`src/rtl/sfid_pkg.sv`:
```
// sfid_pkg: constants, types and helper functions for the smallest-free id allocator
// used by sfid_rowstore and smallest_free_id_allocator_top; no dependencies
`default_nettype none

package sfid_pkg;

  // id space and first id handed out by the counter
  localparam int ID_SPACE = 1024;
  localparam int FIRST_ID = 1;

  // fixed field widths of the ports
  localparam int FUNC_W     = 2;
  localparam int ID_FIELD_W = 10;
  localparam int STATUS_W   = 2;

  // bitmap geometry: one ram row holds the in-use and released bits of WORD_BITS ids
  localparam int WORD_BITS  = (ID_SPACE >= 64) ? 32 : ID_SPACE / 4;
  localparam int ROWS       = ID_SPACE / WORD_BITS;
  localparam int BIT_W      = $clog2(WORD_BITS);
  localparam int ROW_W      = $clog2(ROWS);
  localparam int IDX_W      = ROW_W + BIT_W;
  localparam int CNT_W      = IDX_W + 1;
  localparam int ROW_DATA_W = 2 * WORD_BITS;

  // function codes
  localparam logic [FUNC_W-1:0] FN_AUTO    = 2'd0;
  localparam logic [FUNC_W-1:0] FN_GIVEN   = 2'd1;
  localparam logic [FUNC_W-1:0] FN_RELEASE = 2'd2;

  // status codes
  localparam logic [STATUS_W-1:0] ST_OK         = 2'd0;
  localparam logic [STATUS_W-1:0] ST_DUP        = 2'd1;
  localparam logic [STATUS_W-1:0] ST_NOT_IN_USE = 2'd2;
  localparam logic [STATUS_W-1:0] ST_EXHAUSTED  = 2'd3;

  typedef logic [WORD_BITS-1:0]  word_t;
  typedef logic [BIT_W-1:0]      bit_t;
  typedef logic [ROW_W-1:0]      row_t;
  typedef logic [IDX_W-1:0]      idx_t;
  typedef logic [CNT_W-1:0]      cnt_t;
  typedef logic [ROW_DATA_W-1:0] row_data_t;
  typedef logic [ID_FIELD_W-1:0] id_field_t;

  typedef enum logic [2:0] {
    S_IDLE,
    S_SCAN_RD,
    S_SCAN_CHK,
    S_RMW_RD,
    S_RMW_CHK
  } state_t;

  typedef enum logic {
    OP_CLAIM,
    OP_RELEASE
  } op_t;

  // one access to the bitmap row store
  typedef struct packed {
    logic      rd;
    logic      we;
    row_t      row;
    row_data_t wdata;
  } row_req_t;

  // position of the lowest set bit, binary search over halves
  function automatic bit_t lowest_set(word_t w);
    word_t v;
    word_t mask;
    bit_t  pos;
    v   = w;
    pos = '0;
    for (int s = BIT_W - 1; s >= 0; s--) begin
      mask = word_t'((64'd1 << (1 << s)) - 64'd1);
      if ((v & mask) == '0) begin
        pos[s] = 1'b1;
        v      = v >> (1 << s);
      end
    end
    return pos;
  endfunction

  // port id field to internal index
  function automatic idx_t to_idx(id_field_t id);
    logic [16:0] w;
    w = 17'(id);
    return w[IDX_W-1:0];
  endfunction

  // internal index to port id field
  function automatic id_field_t to_field(idx_t idx);
    logic [16:0] w;
    w = 17'(idx);
    return w[ID_FIELD_W-1:0];
  endfunction

endpackage

`default_nettype wire

```
`src/rtl/smallest_free_id_allocator_top.sv`:
```
// smallest_free_id_allocator_top: sequencer and datapath of the id allocator
// depends on sfid_pkg and sfid_rowstore
//
//  channel  | ports                    | handshake
//  ---------+--------------------------+------------------------------------
//  request  | func, given_id           | beat taken when start & !busy
//  result   | result_id, status        | beat shown for one cycle with done
//
// release and explicit requests keep busy high through a row read and a row update.
// automatic requests scan the bitmap ram row by row, a read and a check for each row, up to
// the row of the lowest released id; with none, the counter id gets a row read and update.
// range failures and the unused code give their beat the cycle after the request.
// done rises in the cycle in which busy falls; a new request may be taken in that cycle.
// rst clears the maps at once through per-row valid flags; the receiver cannot stall.
`default_nettype none

module smallest_free_id_allocator_top (
  input  wire logic                          clk,
  input  wire logic                          rst,
  input  wire logic                          start,
  output logic                               busy,
  input  wire logic [sfid_pkg::FUNC_W-1:0]   func,
  input  wire logic [sfid_pkg::ID_FIELD_W-1:0] given_id,
  output logic                               done,
  output logic [sfid_pkg::ID_FIELD_W-1:0]    result_id,
  output logic [sfid_pkg::STATUS_W-1:0]      status
);

  sfid_pkg::state_t    state, state_next;
  sfid_pkg::op_t       op, op_next;
  sfid_pkg::idx_t      cur_idx, cur_idx_next;
  sfid_pkg::row_t      scan_row, scan_row_next;
  sfid_pkg::cnt_t      counter, counter_next;
  logic                done_next;
  sfid_pkg::id_field_t result_id_next;
  logic [sfid_pkg::STATUS_W-1:0] status_next;

  sfid_pkg::row_req_t  req;
  sfid_pkg::row_data_t row_data;
  sfid_pkg::word_t     rel, used;
  sfid_pkg::bit_t      scan_bit, cur_bit;
  sfid_pkg::word_t     scan_oh, cur_oh;
  logic                id_out_of_range;

  sfid_rowstore u_rowstore (
    .clk   (clk),
    .rst   (rst),
    .req   (req),
    .rdata (row_data)
  );

  assign rel      = row_data[sfid_pkg::ROW_DATA_W-1:sfid_pkg::WORD_BITS];
  assign used     = row_data[sfid_pkg::WORD_BITS-1:0];
  assign scan_bit = sfid_pkg::lowest_set(rel);
  assign scan_oh  = sfid_pkg::word_t'(1) << scan_bit;
  assign cur_bit  = cur_idx[sfid_pkg::BIT_W-1:0];
  assign cur_oh   = sfid_pkg::word_t'(1) << cur_bit;
  assign id_out_of_range = 17'(given_id) >= 17'(sfid_pkg::ID_SPACE);
  assign busy     = (state != sfid_pkg::S_IDLE);

  always_ff @(posedge clk) begin
    if (rst) begin
      state    <= sfid_pkg::S_IDLE;
      counter  <= sfid_pkg::cnt_t'(sfid_pkg::FIRST_ID);
      done     <= 1'b0;
    end else begin
      state    <= state_next;
      counter  <= counter_next;
      done     <= done_next;
    end
  end

  always_ff @(posedge clk) begin
    op        <= op_next;
    cur_idx   <= cur_idx_next;
    scan_row  <= scan_row_next;
    result_id <= result_id_next;
    status    <= status_next;
  end

  always_comb begin
    state_next     = state;
    op_next        = op;
    cur_idx_next   = cur_idx;
    scan_row_next  = scan_row;
    counter_next   = counter;
    done_next      = 1'b0;
    result_id_next = result_id;
    status_next    = status;
    req.rd         = 1'b0;
    req.we         = 1'b0;
    req.row        = scan_row;
    req.wdata      = row_data;

    case (state)
      sfid_pkg::S_IDLE: begin
        if (start) begin
          op_next       = sfid_pkg::OP_CLAIM;
          cur_idx_next  = sfid_pkg::to_idx(given_id);
          scan_row_next = '0;
          case (func)
            sfid_pkg::FN_AUTO: begin
              state_next = sfid_pkg::S_SCAN_RD;
            end
            sfid_pkg::FN_GIVEN: begin
              // id zero falls back to an automatic request
              if (given_id == '0) begin
                state_next = sfid_pkg::S_SCAN_RD;
              end else if (id_out_of_range) begin
                done_next      = 1'b1;
                result_id_next = '0;
                status_next    = sfid_pkg::ST_EXHAUSTED;
              end else begin
                state_next = sfid_pkg::S_RMW_RD;
              end
            end
            sfid_pkg::FN_RELEASE: begin
              op_next = sfid_pkg::OP_RELEASE;
              if (id_out_of_range) begin
                done_next      = 1'b1;
                result_id_next = '0;
                status_next    = sfid_pkg::ST_NOT_IN_USE;
              end else begin
                state_next = sfid_pkg::S_RMW_RD;
              end
            end
            default: begin
              done_next      = 1'b1;
              result_id_next = '0;
              status_next    = sfid_pkg::ST_OK;
            end
          endcase
        end
      end

      sfid_pkg::S_SCAN_RD: begin
        req.rd     = 1'b1;
        req.row    = scan_row;
        state_next = sfid_pkg::S_SCAN_CHK;
      end

      sfid_pkg::S_SCAN_CHK: begin
        if (rel != '0) begin
          // released id found: consumed even when it turns out to be in use
          req.we     = 1'b1;
          req.row    = scan_row;
          req.wdata  = {rel & ~scan_oh, used | scan_oh};
          done_next  = 1'b1;
          state_next = sfid_pkg::S_IDLE;
          if ((used & scan_oh) != '0) begin
            result_id_next = '0;
            status_next    = sfid_pkg::ST_DUP;
          end else begin
            result_id_next = sfid_pkg::to_field({scan_row, scan_bit});
            status_next    = sfid_pkg::ST_OK;
          end
        end else if (scan_row == sfid_pkg::row_t'(sfid_pkg::ROWS - 1)) begin
          if (counter >= sfid_pkg::cnt_t'(sfid_pkg::ID_SPACE)) begin
            done_next      = 1'b1;
            result_id_next = '0;
            status_next    = sfid_pkg::ST_EXHAUSTED;
            state_next     = sfid_pkg::S_IDLE;
          end else begin
            cur_idx_next = sfid_pkg::idx_t'(counter);
            counter_next = counter + sfid_pkg::cnt_t'(1);
            state_next   = sfid_pkg::S_RMW_RD;
          end
        end else begin
          scan_row_next = scan_row + sfid_pkg::row_t'(1);
          state_next    = sfid_pkg::S_SCAN_RD;
        end
      end

      sfid_pkg::S_RMW_RD: begin
        req.rd     = 1'b1;
        req.row    = cur_idx[sfid_pkg::IDX_W-1:sfid_pkg::BIT_W];
        state_next = sfid_pkg::S_RMW_CHK;
      end

      sfid_pkg::S_RMW_CHK: begin
        req.row    = cur_idx[sfid_pkg::IDX_W-1:sfid_pkg::BIT_W];
        done_next  = 1'b1;
        state_next = sfid_pkg::S_IDLE;
        if (op == sfid_pkg::OP_RELEASE) begin
          if ((used & cur_oh) == '0) begin
            result_id_next = '0;
            status_next    = sfid_pkg::ST_NOT_IN_USE;
          end else begin
            req.we         = 1'b1;
            req.wdata      = {rel | cur_oh, used & ~cur_oh};
            result_id_next = sfid_pkg::to_field(cur_idx);
            status_next    = sfid_pkg::ST_OK;
          end
        end else begin
          // claim also drops the id from the released map
          req.we    = 1'b1;
          req.wdata = {rel & ~cur_oh, used | cur_oh};
          if ((used & cur_oh) != '0) begin
            result_id_next = '0;
            status_next    = sfid_pkg::ST_DUP;
          end else begin
            result_id_next = sfid_pkg::to_field(cur_idx);
            status_next    = sfid_pkg::ST_OK;
          end
        end
      end

      default: begin
        state_next = sfid_pkg::S_IDLE;
      end
    endcase
  end

`ifndef SYNTHESIS
  a_counter_bound: assert property (@(posedge clk) disable iff (rst)
    counter <= sfid_pkg::cnt_t'(sfid_pkg::ID_SPACE))
    else $error("id counter ran past the id space");

  a_done_source: assert property (@(posedge clk) disable iff (rst)
    done |-> $past(busy || start))
    else $error("result beat without a request in flight");

  a_write_state: assert property (@(posedge clk) disable iff (rst)
    req.we |-> (state == sfid_pkg::S_SCAN_CHK || state == sfid_pkg::S_RMW_CHK))
    else $error("bitmap written outside an update step");

  a_fail_zero: assert property (@(posedge clk) disable iff (rst)
    (done && status != sfid_pkg::ST_OK) |-> (result_id == '0))
    else $error("failed request returned a non-zero id");

  a_counter_step: assert property (@(posedge clk) disable iff (rst)
    !$stable(counter) |-> ($past(rst) || $past(state) == sfid_pkg::S_SCAN_CHK))
    else $error("id counter moved outside the scan end");
`endif

endmodule

`default_nettype wire

```
`src/rtl/sfid_ram.sv`:
```
// sfid_ram: generic single-port ram, one access a cycle, registered read data
// no dependencies
`default_nettype none

module sfid_ram #(
  parameter int WIDTH = 8,
  parameter int DEPTH = 16
) (
  input  wire logic                     clk,
  input  wire logic                     en,
  input  wire logic                     we,
  input  wire logic [$clog2(DEPTH)-1:0] addr,
  input  wire logic [WIDTH-1:0]         wdata,
  output logic      [WIDTH-1:0]         rdata
);

  logic [WIDTH-1:0] mem [DEPTH];

  always_ff @(posedge clk) begin
    if (en) begin
      if (we) begin
        mem[addr] <= wdata;
      end else begin
        rdata <= mem[addr];
      end
    end
  end

endmodule

`default_nettype wire

```
`src/rtl/sfid_rowstore.sv`:
```
// sfid_rowstore: bitmap row store, ram plus one valid flag a row so reset clears at once
// depends on sfid_pkg and sfid_ram
`default_nettype none

module sfid_rowstore (
  input  wire logic                clk,
  input  wire logic                rst,
  input  wire sfid_pkg::row_req_t  req,
  output sfid_pkg::row_data_t      rdata
);

  logic [sfid_pkg::ROWS-1:0] row_valid;
  logic                      rd_valid;
  sfid_pkg::row_data_t       ram_rdata;

  sfid_ram #(
    .WIDTH (sfid_pkg::ROW_DATA_W),
    .DEPTH (sfid_pkg::ROWS)
  ) u_ram (
    .clk   (clk),
    .en    (req.rd | req.we),
    .we    (req.we),
    .addr  (req.row),
    .wdata (req.wdata),
    .rdata (ram_rdata)
  );

  always_ff @(posedge clk) begin
    if (rst) begin
      row_valid <= '0;
    end else if (req.we) begin
      row_valid[req.row] <= 1'b1;
    end
  end

  // a row never written reads as all clear
  always_ff @(posedge clk) begin
    if (req.rd && !req.we) begin
      rd_valid <= row_valid[req.row];
    end
  end

  assign rdata = rd_valid ? ram_rdata : '0;

endmodule

`default_nettype wire

```
`config.mk`:
```
export PLATFORM = sky130hd
export DESIGN_NAME = smallest_free_id_allocator_top
export DESIGN_NICKNAME = d
export VERILOG_FILES = /design/src/rtl/sfid_pkg.sv /design/src/rtl/smallest_free_id_allocator_top.sv /design/src/rtl/sfid_ram.sv /design/src/rtl/sfid_rowstore.sv
export SDC_FILE = /design/constraint.sdc
export NUM_CORES = 2
export LEC_CHECK = 0
export BUFFER_PORTS_ARGS = -buffer_cell sky130_fd_sc_hd__buf_2
export CORE_UTILIZATION = 51
export DETAILED_ROUTE_END_ITERATION = 6
export PLACE_DENSITY = 0.66
export SLEW_MARGIN = 25
export SYNTH_ARGS = -nofsm -noshare
export SYNTH_HDL_FRONTEND = slang
export SYNTH_SLANG_ARGS = --single-unit
```
`constraint.sdc`:
```
create_clock -name clk -period 16.43 [get_ports clk]
set_clock_uncertainty 0.05 [all_clocks]
set_input_delay 2.4645 -clock clk [delete_from_list [all_inputs] [get_ports clk]]
set_output_delay 2.4645 -clock clk [all_outputs]
set_load 0.02 [all_outputs]
```
==> metrics.csv <==
metric,value,unit
hold_violations,0,
yosys.area.top_type,edfxtp_1,
die_h,411,µm
grt_overflow,0,
status,completed,
synthArstFlopShare,0,%
grt_util_all_layers,28.2,%
syn_area_per_cell,20.8,µm²
cts_tree,yes,
yosysWarnings,0,
totalWireLength,236,mm
numPortBuffers,28,
finalCritPeriodShare,40.5,%
endpoint_kind,flip-flop,
r2r_end,u_rowstore.u_ram.rdata[51],
final_common_cell,edfxtp_1,
postCtsResizedCells,0,
h-tree-depth,4,
critical_path_required,16980,ps
worstPathMaxFanout,67,
avgViaCountPerCell,6.71,
finalNetCount,4290,
powerDensity,130,nW/µm²
tightest_slew,1120,ps
design_area,96100,µm²
path_class,reg2reg,
placed_cell_area,89200,µm²
synthDominantCellAreaShare,75.4,%
cts.sinks,2188,
initial_core_util,51.5,%
io_pins,29,
synth_edf_count,2141,
cts_buffers,210,
vdd_drop_max,0.105,mV
grt_pass1_vias,43700,
gp_congestion,0.969,
total_leakage_power,0.0299,µW
drt_iter0_drc,6662,
grt_util_met3,4.77,%
cts.hold.buffers_added,0,
postCtsSetupRepairBufs,0,
first_pass_iters,5,
antenna_found_initial,3,
vias,44600,
synthesis.area,85200,µm²
clkTransAtPathRegs,60,ps
area_delta_synth_final,12.7,%
reg2reg_from,state[0],
drc_errors,0,
max_cap_viol_count,0,
slew_violations,0,
dp_hpwl,123,mm
fill_cells,11800,
seqCellArea,65200,µm²
holdPathEnd,u_rowstore.row_valid[17],
grt_pass1_wl,333,mm
ys.flop_type,edfxtp_1,
layout_common_cells,"edfxtp_1 (2,141), mux4_2 (520), clkbuf_16 (210), a22oi_1 (189), buf_4 (169)",
yosys_register_bits,2188,
multiInputGateArea,19600,µm²
grtUsageMet2,43.5,%
arrival,7200,ps
r2r_setup_slack,9780,ps
drive_gt1_share,25.8,%
antenna_left,0,
wl_per_cell,35.6,µm
hold_path.class,reg2reg,
rows,149,
worst-r2r-cell-count,12,
grt-busiest-layer,met2,
cts_root_buf,clkbuf_16,
grtUsageMet1,41.5,%
dieArea,169000,µm²
synth-seq-area-share,76.5,%
synth_top_cells_by_area,"edfxtp_1 (75%), mux4_2 (14%), a22oi_1 (1.7%), dfxtp_1 (1.1%), mux2i_1 (0.77%)",
synthCells,4093,
clock.fmax,150,MHz
grt_max_degree,132,
maxSlewHeadroom,25.4,%
insertion_delay,880,ps
ys_types,77,
synth_nets,4116,
dieWidth,411,µm
fin_crit,6650,ps
timing.setup.tns,0,ps
clockBufferDepth,3,
setup_violations,0,
hold_start,u_rowstore.row_valid[17],
core,165000,µm²
grt_setup_unrepaired,false,
crit_path_start_kind,flip-flop,
min_path_cells,2,
[worst max-delay path, stage by stage, from the launching register on]
cell,delay [ps]
dfxtp_1,720
and2_1,370
nor3_1,130
a221oi_4,230
buf_4,600
buf_4,690
buf_4,760
buf_4,770
buf_4,870
mux4_2,420
a22o_1,240
a221oi_1,220
o221ai_1,160
[worst max path at each step]
stage	startpoint	slack (ps)	cells after the start	end
3_5_place_dp	state[0]	9690	12	u_rowstore.u_ram.rdata[51]
2_1_floorplan	state[2]	8770	10	u_rowstore.u_ram.mem[0][0]
4_1_cts	state[0]	9670	12	u_rowstore.u_ram.rdata[51]
3_3_place_gp	state[0]	9770	12	u_rowstore.u_ram.rdata[51]
6_report	state[0]	9780	12	u_rowstore.u_ram.rdata[51]
5_1_grt	state[0]	9420	12	u_rowstore.u_ram.rdata[51]
[flip-flops by register name, summed over array words and instances (netlist names)]
register,count
u_rowstore.row_valid,32
u_rowstore.rd_valid,1
u_rowstore.u_ram.mem,2048
cur_idx,10
result_id,10
u_rowstore.u_ram.rdata,64
state,3
scan_row,5
status,2
counter,11
done,1
op,1
[Yosys cell counts (26+ instances only)]
master,number
nor2_1,82
a21oi_1,26
nand2_1,140
mux2i_1,66
a31oi_1,31
mux4_2,520
o21ai_0,58
nand4_1,53
clkbuf_1,163
buf_1,69
inv_1,41
nor3_1,37
dfxtp_1,47
o22ai_1,59
nand3_1,42
o211ai_1,33
edfxtp_1,2141
a22oi_1,189
[metrics by stage]
stage / hold slack (ps) / total power, µW / setup slack (ps) / instances / util, %
global route: 441 / 12800 / 9420 / 6639 / 58.1
finish: 422 / 12400 / 9780 / 6640 / 58.1
global placement: 405 / 7780 / 9770 / 6243 / 53.9
floorplan: 396 / 7300 / 8770 / 4093 / -
detailed placement: 411 / 7790 / 9690 / 6243 / 53.9
CTS: 421 / 12500 / 9670 / 6638 / 58.1
[kinds of logic after synthesis]
logic type	synth area share [%]
flip-flops	76.5
buffers and inverters	1.28
AND/OR/NAND/NOR	2.74
multiplexers	14.5
XOR/XNOR	0.113
adder cells (fa/ha/maj)	0.117
AO/OA/AOI/OAI	4.68
[routing by layer]
| layer | share of wire, % | wire length (µm) |
|---|---|---|
| met2 | 47 | 111000 |
| met5 | 0.0055 | 13 |
| met4 | 2.9 | 6780 |
| met1 | 41 | 96300 |
| met3 | 9.3 | 21900 |
[where the power goes]
group / switching, µW / internal, µW / total (µW) / leakage, µW
clock network: 2090 / 2670 / 4760 / 0.00328
registers: 94.0 / 6280 / 6380 / 0.0200
logic: 811 / 495 / 1310 / 0.00668
[area by class of cell]
class	count	share of cell area [%]
diodes	1	0.00260
clock buffers	257	5.65
clock inverters	138	1.44
inverters	41	0.160
multi-input cells	1623	20.4
flip-flops and latches	2188	67.9
well taps	2189	2.85
repair buffers	203	1.60
No activity file was read; power rests on OpenSTA's default activity.
